`src/design/hem_pkg.sv`:
```
package hem_pkg;

  // Store sizes
  localparam int MAX_VERTICES = 32;
  localparam int WEIGHT_BITS  = 16;
  localparam int MAT_DEPTH    = MAX_VERTICES * MAX_VERTICES;
  localparam int VIDX_W       = $clog2(MAX_VERTICES);
  localparam int CNT_W        = $clog2(MAX_VERTICES + 1);
  localparam int ADDR_W       = $clog2(MAT_DEPTH);

  // Fixed field widths of the channels
  localparam int OPC_W      = 2;
  localparam int FIELD_V_W  = 5;
  localparam int FIELD_WT_W = 16;
  localparam int FIELD_GC_W = 6;
  localparam int CFG_W      = 6;

  typedef enum logic [OPC_W-1:0] {
    OP_LOAD_WEIGHT = 2'd0,
    OP_LOAD_ORDER  = 2'd1,
    OP_RUN         = 2'd2
  } hem_op_e;

  // Control from the sequencer to the compare unit
  typedef struct packed {
    logic              clear;
    logic [VIDX_W-1:0] seed;
    logic              valid;
    logic              skip;
    logic [VIDX_W-1:0] idx;
  } hem_cmp_t;

  // Matrix address of row r, column c
  function automatic logic [ADDR_W-1:0] mat_addr(logic [VIDX_W-1:0] r,
                                                 logic [VIDX_W-1:0] c);
    logic [ADDR_W-1:0] res;
    res = ADDR_W'(ADDR_W'(r) * ADDR_W'(MAX_VERTICES)) + ADDR_W'(c);
    return res;
  endfunction

  // Field value addresses a vertex inside the stores
  function automatic logic in_store(logic [FIELD_V_W-1:0] x);
    logic res;
    res = (32'(x) < 32'(MAX_VERTICES));
    return res;
  endfunction

endpackage

```
`src/design/hem_best_unit.sv`:
```
module hem_best_unit (
  input  logic                             clk_i,
  input  hem_pkg::hem_cmp_t                ctl_i,
  input  logic [hem_pkg::WEIGHT_BITS-1:0]  rdata_i,
  output logic [hem_pkg::VIDX_W-1:0]       best_idx_o
);

  logic [hem_pkg::WEIGHT_BITS-1:0] best_w_q, best_w_d;
  logic [hem_pkg::VIDX_W-1:0]      best_idx_q, best_idx_d;

  // Seed with the visited vertex, keep the first strictly greater weight
  always_comb begin
    best_w_d   = best_w_q;
    best_idx_d = best_idx_q;
    if (ctl_i.clear) begin
      best_w_d   = '0;
      best_idx_d = ctl_i.seed;
    end else if (ctl_i.valid && !ctl_i.skip && (rdata_i > best_w_q)) begin
      best_w_d   = rdata_i;
      best_idx_d = ctl_i.idx;
    end
  end

  always_ff @(posedge clk_i) begin
    best_w_q   <= best_w_d;
    best_idx_q <= best_idx_d;
  end

  assign best_idx_o = best_idx_q;

endmodule

```
`config.mk`:
```
export PLATFORM = sky130hd
export DESIGN_NAME = hem_best_unit
export DESIGN_NICKNAME = d
export VERILOG_FILES = /design/src/design/hem_pkg.sv /design/src/design/hem_best_unit.sv
export SDC_FILE = /design/constraint.sdc
export NUM_CORES = 1
export LEC_CHECK = 0
export BUFFER_PORTS_ARGS = -buffer_cell sky130_fd_sc_hd__buf_2
export CAP_MARGIN = 20
export CORE_MARGIN = 3
export CORE_UTILIZATION = 52
export DETAILED_ROUTE_END_ITERATION = 10
export HOLD_SLACK_MARGIN = 0.15
export PLACE_DENSITY_LB_ADDON = 0.3
export SETUP_SLACK_MARGIN = 0.5
export SYNTH_ARGS = -nofsm -noshare
export SYNTH_HDL_FRONTEND = slang
export SYNTH_SLANG_ARGS = --single-unit
```
`constraint.sdc`:
```
create_clock -name clk_i -period 2.6 [get_ports clk_i]
set_clock_uncertainty 0.15 [all_clocks]
set_input_delay 0.26 -clock clk_i [delete_from_list [all_inputs] [get_ports clk_i]]
set_output_delay 0.26 -clock clk_i [all_outputs]
set_load 0.1 [all_outputs]
```
## Word-level counts from Yosys, hierarchy flattened

Cells that the tools add are included.

| storage, ports and cells | value |
|---|---|
| register bits | 21 |
| output and inout bits | 5 |
| word-level logic and storage cells | 9 |
| bits of input ports | 30 |

| operators by class | value |
|---|---|
| muxes and demuxes | 2 |
| reductions and logical operators | 4 |
| order comparisons | 1 |

Operator list:

| operator | count |
|---|---|
| 16-bit greater-than comparator | 1 |
| 5-bit two-way mux | 2 |
| 1-bit logical AND | 2 |
| 2-bit nonzero test | 1 |
| 1-bit logical NOT | 1 |

## Logic depth before layout (Yosys ltp)

Gate-level depths: netlist of the first run.

| depth | value |
|---|---|
| word-level depth | 5 |
| gate-level depth with buffers | 9 |
| depth with buffers taken out | 7 |

## Worst setup path before layout of the first run

OpenSTA, ideal clock, no wires.

| path | value |
|---|---|
| path kind | flip-flop to flip-flop |
| from | register best_w_q[5] in the netlist's numbering |
| to | register best_idx_q, in the netlist best_idx_o[0] (enable) |
| buffers on the path | 1 |
| required time | 2188 ps |
| data arrival time | 1827 ps |
| setup time | 262 ps |
| stages on the path, launching flop included | 9 |
| period minus slack after synthesis | 2240 ps |
| setup slack | 360 ps |
| cell sequence | dfxtp_1 > inv_1 > ha_1 > a21oi_2 > o21ai_1 > a221o_1 > o31a_1 > buf_6 > or2_2 |

| between the ends | value |
|---|---|
| longest elaborated chain between the ends | 3 |

Ends and longest elaborated chain:

| what | RTL line | RTL |
|---|---|---|
| start: declaration | hem_best_unit.sv:8 | `logic [hem_pkg::WEIGHT_BITS-1:0] best_w_q, best_w_d;` |
| start signal: assignment | hem_best_unit.sv:25 | `best_w_q <= best_w_d;` |
| 16-bit greater-than comparator | hem_best_unit.sv:18 | `end else if (ctl_i.valid && !ctl_i.skip && (rdata_i > best_w_q)) begin` |
| 1-bit logical AND | hem_best_unit.sv:18 |  |
| 2-bit nonzero test (no source line) | n/a |  |
| end signal: assignment | hem_best_unit.sv:26 | `best_idx_q <= best_idx_d;` |
| end: declaration | hem_best_unit.sv:9 | `logic [hem_pkg::VIDX_W-1:0] best_idx_q, best_idx_d;` |

No other way between the ends.
A chain may end at the register's enable or synchronous reset.

## Worst setup path after layout of the first run

| path | value |
|---|---|
| from | register best_w_q[11] in the netlist's numbering |
| to | register best_w_q[7] in the netlist's numbering |

| between the ends | value |
|---|---|
| longest elaborated chain between the ends | 2 |

Ends and longest elaborated chain:

| what | RTL line |
|---|---|
| 16-bit greater-than comparator | hem_best_unit.sv:18 |
| 1-bit logical AND | hem_best_unit.sv:18 |

No other way between the ends.

==> results of run 1 <==
[power by group through the flow]
stage	Clock (W)	Combinational, W	Sequential, W
2_1_floorplan	0	0.000111	0.000418
3_3_place_gp	0	0.000205	0.000369
3_5_place_dp	0	0.000214	0.000370
4_1_cts	0.000172	0.000261	0.000364
5_1_grt	0.000190	0.000303	0.000368
6_report	0.000170	0.000282	0.000365
[layout by cell type (no fill, tap or decap), types with 2 or more instances in the layout]
cell type      Yosys  layout
inv_1             16      12
dfxtp_2            0      10
nand3_1            2       2
edfxtp_1           5       5
buf_4              0       4
a21oi_1            5       5
inv_2              0       4
dfxtp_1           16       6
mux2_2             5       5
dlygate4sd3_1      0      26
ha_4               0      10
a21oi_2            2       2
nand2_1            3       3
mux2i_1           16      16
buf_2              0      34
clkbuf_4           0       3
nand2b_1          33      33
ha_1              16       6
[through the flow]
step | instance area [µm²] | std cells
2_1_floorplan | 1440 | 138
3_3_place_gp | 1620 | 195
3_5_place_dp | 1620 | 195
4_1_cts | 2000 | 228
5_1_grt | 2050 | 230
6_report | 2050 | 230
[worst max-delay path: stages, from the launching register on]
cell,delay [ns]
dfxtp_2,0.36
inv_2,0.04
ha_4,0.27
nand4_1,0.19
nor4_4,0.32
a21boi_2,0.22
o31a_1,0.30
clkbuf_16,0.23
mux2i_1,0.19
[worst min path at each step]
stage,startpoint,to,cells past startpoint
6_report,best_w_q[9],best_w_q[9],2
3_5_place_dp,best_w_q[6],best_w_q[6],2
5_1_grt,best_w_q[9],best_w_q[9],2
4_1_cts,best_w_q[6],best_w_q[6],2
2_1_floorplan,rdata_i[10],best_w_q[10],2
3_3_place_gp,best_w_q[9],best_w_q[9],2
[cells by family (layout without fill, tap and decap cells)]
family,Yosys count,in the layout,synth area share
multiplexers,21,21,0.158
adder cells (fa/ha/maj),16,16,0.146
AND/OR/NAND/NOR,45,45,0.207
flip-flops,21,21,0.343
buffers and inverters,22,86,0.0776
AO/OA/AOI/OAI,13,13,0.0676
[per-layer routing]
layer	vias to the layer above	track usage	share of wire
met5	-	0	0
met4	0	0.103	0.037
met3	13	0.0498	0.051
met2	43	0.411	0.53
met1	576	0.219	0.38
li1	592	-	-
[area by class of cell]
cell class              instances  area (µm²)
repair buffers                 66         505
well taps                      28        35.0
clock buffers                   3        22.5
fillers                       119         312
flip-flops and latches         21         483
inverters                      16        60.1
multi-input cells              95         938
clock inverters                 1        5.00
[registers in the layout (all words and copies together), names as in the netlist]
signal      count
best_w_q       16
best_idx_o      5
[timing repair]
action                                 in CTS  in global routing
setup endpoints to repair                  21                 21
endpoints found under the hold margin      21                  0
resized for setup                          16                  3
setup buffers                               3                  1
hold buffers                               26                  0
pin swaps                                   6                  2
cloned                                      0                  1
==> results.cfg, run 1 <==
[cells_and_area]
area_growth_pct = 49.6
final_util = 0.868
num_antenna_cells = 0
final_nets = 249
layout-drive-gt1-share = 0.391

[timing]
worstMarginPinSlew_ns = 0.511
slew_headroom = 0.660
tns_ns = 0
finalSetupViolations = 0
finalMaxSlewViolations = 0
period_share = 0.901
setup_ws_ns = 0.257
hold_viol = 0
rsz0062_at_grt = yes
holdWs_ns = 0.347
post-route-min-period_ns = 2.34
clock.fmax_mhz = 427

[setup_path]
crit_path_end_kind = flop
r2r-start = best_w_q[11]
arrival_ns = 2.45
cp-startpoint = best_w_q[11]
worstPathRequired_ns = 2.71
worst-setup-path-type = reg2reg
r2r_slack_ns = 0.26
endpoint = best_w_q[7]
r2r_end = best_w_q[7]
critPathLaunchType = flop
crit_fanout = 8
worstRegToRegCells = 8

[power]
ir_drop_v = 0.000391
leakage_nw = 0.817
internal_power_w = 0.000549
clock_power_share = 0.208
p_comb_frac = 0.345
seq_power_share = 0.447
p_per_area_mw_per_mm2 = 399
power_switching_w = 0.000269
swShare = 0.329
power_w = 0.000817

[yosys]
ys_warn_count = 0
synth_cells = 138
synth_seq_cells = 21
synth_seq_area_share = 0.343
synth_fp_nets = 184
yosys.area.top_type = dfxtp_1
synth.most_common_cell = nand2b_1
synth_cell_types = 27
synth_edf_count = 5
syn_avg_cell_area_um2 = 9.93
async_flop_share = 0
synth_top_area_share = 0.234
synthTopCellsByArea = dfxtp_1 (23%), nand2b_1 (15%), ha_1 (15%)
synthTopCellsByCount = nand2b_1 (33), dfxtp_1 (16), ha_1 (16), inv_1 (16), mux2i_1 (16)
synth_ff_type = dfxtp_1
synth.cell_area_mm2 = 0.00137

[grt]
track_usage = 0.216
grt_first_pass_wirelength_mm = 5.40
antenna_found_initial = 0
grt_pass1_vias = 1304
grt_max_degree = 39
overflow = 0

[status]
status = complete, no violations

[place]
port_buffers = 34
place.gp.congestion = 0.677
dp_hpwl_mm = 2.10
dp_slack_ns = 0.406

[clock_network]
cts_tree = yes
clk_latency_ns = 0.32
cts_sinks = 21
clk_pin_slew_ns = 0.12
root_buffer = clkbuf_4
clockBufferDepth = 2
cts_made_buffers = 3
htree_levels = 1

[drt]
drtPass1Iterations = 5
wl_per_cell_um = 15.5
routed_wl_mm = 3.56
vias = 1224
drt_iter0_drc = 35
antenna_left = 0
via_per_inst = 5.32
route.detailed.drc = 0

[die]
die_y_um = 57.3
fp.dieW_um = 57.3
std_cell_rows = 17
boundaryPins = 35
initial_core_util = 0.580
die_area_mm2 = 0.00329
core_mm2 = 0.00236

[job]
timing.max_cap.violations = 0

[worst_hold_path]
hold_class = reg2reg
No activity file was read; power rests on OpenSTA's default activity.
==> run 2, diff against run 1 <==
Clock period 2.6 ns to 2.2 ns, I/O delays scaled along.
==> run 2 against run 1 <==
Effect of this change:
- sequential share of layout area down 0.47 points
- global-route usage is 6.4 points higher
- wire length grew 31%
- the flow now finishes with violations (setup timing)
==> results.cfg, run 2 (synthesis gave the netlist of run 1 again) <==
[clock_network]
clockBufferDepth = 2
clk_pin_slew_ns = 0.14
htree_levels = 1
cts_tree = yes
root_buffer = clkbuf_4
clk_latency_ns = 0.31
cts_made_buffers = 3
cts_sinks = 21

[setup_path]
r2r_slack_ns = -0.14
critPathLaunchType = flop
arrival_ns = 2.42
r2r-start = best_w_q[5]
crit_fanout = 6
critPathMaxStageDelay_ns = 0.36
r2r_end = best_w_q[15]
path_cells = inv_1, ha_4, nand2_1, nor4_4, a21boi_2, o31a_1, buf_6, mux2i_1
cpMaxStageDelayCell = dfxtp_2
worstPathRequired_ns = 2.28
worstRegToRegCells = 8
crit_path_end_kind = flop
worst-setup-path-type = reg2reg

[timing]
setup_ws_ns = -0.139
worstMarginPinSlew_ns = 0.511
finalSetupViolations = 21
holdWs_ns = 0.331
clock.fmax_mhz = 427
post-route-min-period_ns = 2.34
period_share = 1.06
finalMaxSlewViolations = 0
hold_viol = 0
slew_headroom = 0.660
rsz0062_at_grt = yes

[drt]
drtPass1Iterations = 4
route.detailed.drc = 0
drt_iter0_drc = 54
wl_per_cell_um = 20.1
antenna_left = 0
via_per_inst = 5.69
vias = 1325
routed_wl_mm = 4.68

[power]
p_per_area_mw_per_mm2 = 473
p_comb_frac = 0.364
clock_power_share = 0.198
swShare = 0.340
seq_power_share = 0.437
leakage_nw = 0.832
power_switching_w = 0.000337
internal_power_w = 0.000654
ir_drop_v = 0.000432

[cells_and_area]
layout-drive-gt1-share = 0.444
final_nets = 252
layout_common_cells = buf_2 (34), nand2b_1 (33), dlygate4sd3_1 (26), mux2i_1 (14), ha_4 (12)
largest_reg_flops = 16
final_common_cell = buf_2
nFillCells = 107
max_flop_register = best_w_q
final_util = 0.888
num_antenna_cells = 0
area_growth_pct = 53.1

[worst_hold_path]
hp-start = best_w_q[7]
hold_class = reg2reg
holdPathEnd = best_w_q[7]
hold_depth = 2

[place]
port_buffers = 34
place.gp.congestion = 0.742
dp_hpwl_mm = 2.26

[grt]
track_usage = 0.280
grt_pass1_vias = 1384
grt_max_degree = 39
grt_first_pass_wirelength_mm = 6.78
overflow = 0
antenna_found_initial = 0

[die]
boundaryPins = 35
initial_core_util = 0.580
fp.dieW_um = 57.3
die_y_um = 57.3
core_mm2 = 0.00236
std_cell_rows = 17
die_area_mm2 = 0.00329

[status]
violations = setup timing
status = finished with violations

[job]
timing.max_cap.violations = 0
[run 2: cell types whose count changed in the layout (fill, tap and decap cells not counted), sizes merged]
cell    delta
clkbuf     -1
buf        +4
[run 2: repair_timing]
action                                  in CTS  in global routing
cloned                                       0                  0
pin swaps                                   11                  7
hold buffers                                26                  0
endpoints found under the setup margin      21                 21
setup buffers                                2                  4
endpoints found under the hold margin       21                  0
gates resized for setup                     23                  8
[run 2: through the flow]
step                cell area, µm²  total power, W  cells  TNS (ns)  setup slack (ns)
floorplan                     1440        0.000625    138         0            0.0702
global placement              1620        0.000678    197         0            0.0937
detailed placement            1620        0.000689    197         0            0.0119
CTS                           2030        0.000943    229         0            0.0348
global route                  2100         0.00103    233     -2.75            -0.177
finish                        2100        0.000992    233     -1.37            -0.139
[run 2: final cells by class]
class                           instances  area [µm²]  area share
Multi-Input combinational cell         95         981       0.468
Timing Repair Buffer                   69         509       0.243
Sequential cell                        21         484       0.231
Inverter                               16        60.1      0.0286
Tap cell                               28        35.0      0.0167
Clock buffer                            3        22.5      0.0107
Clock inverter                          1        5.00     0.00239
[run 2: worst max-delay path: cells and delay by family, from the launching register on]
family | cells | cell delay [ns]
AO/OA/AOI/OAI | 2 | 0.51
AND/OR/NAND/NOR | 2 | 0.41
flip-flops | 1 | 0.36
adder cells (fa/ha/maj) | 1 | 0.29
multiplexers | 1 | 0.27
buffers and inverters | 2 | 0.26
[run 2: power by group through the flow]
stage | clock network [W] | logic, W | registers [W]
after CTS | 0.000197 | 0.000315 | 0.000431
final | 0.000197 | 0.000361 | 0.000433
after detailed placement | 0 | 0.000251 | 0.000438
after global placement | 0 | 0.000242 | 0.000436
after global routing | 0.000215 | 0.000384 | 0.000435
after floorplan | 0 | 0.000132 | 0.000493
[run 2: how the worst max path moves through the flow]
stage	slack (ns)	endpoint	startpoint
finish	-0.14	best_w_q[15]	best_w_q[5]
global route	-0.18	best_w_q[10]	best_w_q[5]
CTS	0.03	best_idx_o[2]	best_w_q[8]
detailed placement	0.01	best_w_q[11]	best_w_q[11]
global placement	0.09	best_idx_o[3]	rdata_i[6]
floorplan	0.07	best_idx_o[0]	best_w_q[9]
[run 2: layer usage]
layer	up-vias	track usage	part of all wire	routed length, µm
met1	623	0.301	0.37	1740
met2	71	0.499	0.50	2360
met4	0	0.192	0.071	330
met5	-	0	0	0
li1	601	-	-	-
met3	30	0.0407	0.052	243
==> run 3, diff against run 2 <==
Settings changed: HOLD_SLACK_MARGIN 0.15 to not set, SETUP_SLACK_MARGIN 0.5 to not set.
==> run 3 against run 2 <==
Effect of this change:
- the flow still finishes with violations (setup timing)
- sequential power about the same
- global-route usage decreased by 9.0 points
- first-iteration DRC count decreased by 61%
- final area decreased by 18%
- worst setup slack improved by 0.11 ns
- sequential share of layout area increased by 5.2 points
- clock power decreased by 6%
- sequential cell count unchanged
- non-clock buffer count decreased by 31
==> results.cfg, run 3 (synthesis gave the netlist of run 1 again) <==
[cells_and_area]
final_util = 0.725
layout_common_cells = buf_2 (34), nand2b_1 (33), mux2i_1 (15), inv_1 (12), dfxtp_2 (11)
layout-drive-gt1-share = 0.437
final_area_mm2 = 0.00171
final_common_cell = buf_2
max_flop_register = best_w_q
largest_reg_flops = 16
area_growth_pct = 25.0
final_nets = 221
nFillCells = 172
num_antenna_cells = 0

[drt]
via_per_inst = 5.52
drt_iter0_drc = 21
drtPass1Iterations = 4
route.met3.wl_um = 169
routed_wl_mm = 3.09
route.detailed.drc = 0
antenna_left = 0
route.met2.wl_mm = 1.59
wl_per_cell_um = 15.3
highest_layer = met4
drt-met1-wl_mm = 1.23
vias = 1115

[power]
leakage_nw = 0.682
p_per_area_mw_per_mm2 = 518
ir_drop_v = 0.000356

[grt]
grt_pass1_vias = 1156
track_usage = 0.189
overflow = 0
grt_first_pass_wirelength_mm = 4.88
antenna_found_initial = 0
grt_max_degree = 39

[clock_network]
cts_sinks = 21
cts_tree = yes
clk_pin_slew_ns = 0.12
cts_made_buffers = 3
htree_levels = 1
root_buffer = clkbuf_4
clk_latency_ns = 0.30
clockBufferDepth = 2

[timing]
setup_ws_ns = -0.0320
clock.fmax_mhz = 448
finalSetupViolations = 6
slew_headroom = 0.643
post-route-min-period_ns = 2.23
rsz0062_at_grt = yes
tns_ns = -0.157
period_share = 1.01
finalMaxSlewViolations = 0
worstMarginPinSlew_ns = 0.536
hold_viol = 0

[setup_path]
worstPathRequired_ns = 2.12
critPathLaunchType = flop
crit_fanout = 5
crit_path_end_kind = flop
arrival_ns = 2.15
worst-setup-path-type = reg2reg

[status]
violations = setup timing
status = finished with violations

[die]
die_area_mm2 = 0.00329
fp.dieW_um = 57.3
die_y_um = 57.3
initial_core_util = 0.580
boundaryPins = 35
std_cell_rows = 17
core_mm2 = 0.00236

[place]
place.gp.congestion = 0.770
dp_hpwl_mm = 2.15
place_area_mm2 = 0.00155
port_buffers = 34
dp_slack_ns = -0.111

[job]
timing.max_cap.violations = 0

[worst_hold_path]
hold_class = in2reg
[run 3: where the power goes]
part	switching (W)	total, W	internal (W)
Sequential	0.0000109	0.000432	0.000421
Combinational	0.000157	0.000270	0.000113
Clock	0.000114	0.000185	0.0000706
Total	0.000282	0.000887	0.000604
[run 3: cell type report]
cell class	count	area, µm²	area share
clock buffers	4	26.3	0.0153
inverters	16	60.1	0.0351
multi-input cells	95	900	0.525
flip-flops and latches	21	484	0.283
well taps	28	35.0	0.0205
repair buffers	38	208	0.121
[run 3: path summary, 6_finish.rpt]
check             slack, ns            end          from  cells past startpoint
setup / recovery      -0.03  best_idx_o[0]  best_w_q[13]                      7
hold / removal         0.03    best_w_q[3]    rdata_i[3]                      3
setup reg to reg      -0.03  best_idx_o[0]  best_w_q[13]                      7
hold reg to reg        0.33    best_w_q[4]   best_w_q[4]                      2
[run 3: timing repair]
action,in CTS,in global routing
gates cloned,1,0
pin swaps,5,1
hold buffers,0,0
resized for setup,24,4
setup buffers,1,0
endpoints found under the setup margin,21,21
[run 3: metrics by stage]
stage	hold slack, ns	power, W	cells
after floorplan	0.225	0.000616	138
after global placement	0.309	0.000663	196
after detailed placement	0.315	0.000675	196
after CTS	0.0177	0.000886	202
after global routing	0.0422	0.000929	202
final	0.0320	0.000887	202
[run 3: worst max-delay path, cell delays in order (launching register included)]
cell and delay (ns):
dfxtp_2 0.36, inv_1 0.04, ha_1 0.29, nand4_2 0.11
nor2_1 0.08, a221o_1 0.32, o31a_1 0.36, or2_4 0.28
[run 3: layer usage]
| layer | global-route usage | vias up |
|---|---|---|
| met1 | 0.207 | 520 |
| li1 | - | 538 |
| met4 | 0.0960 | 0 |
| met2 | 0.347 | 41 |
| met3 | 0.0317 | 16 |
| met5 | 0 | - |
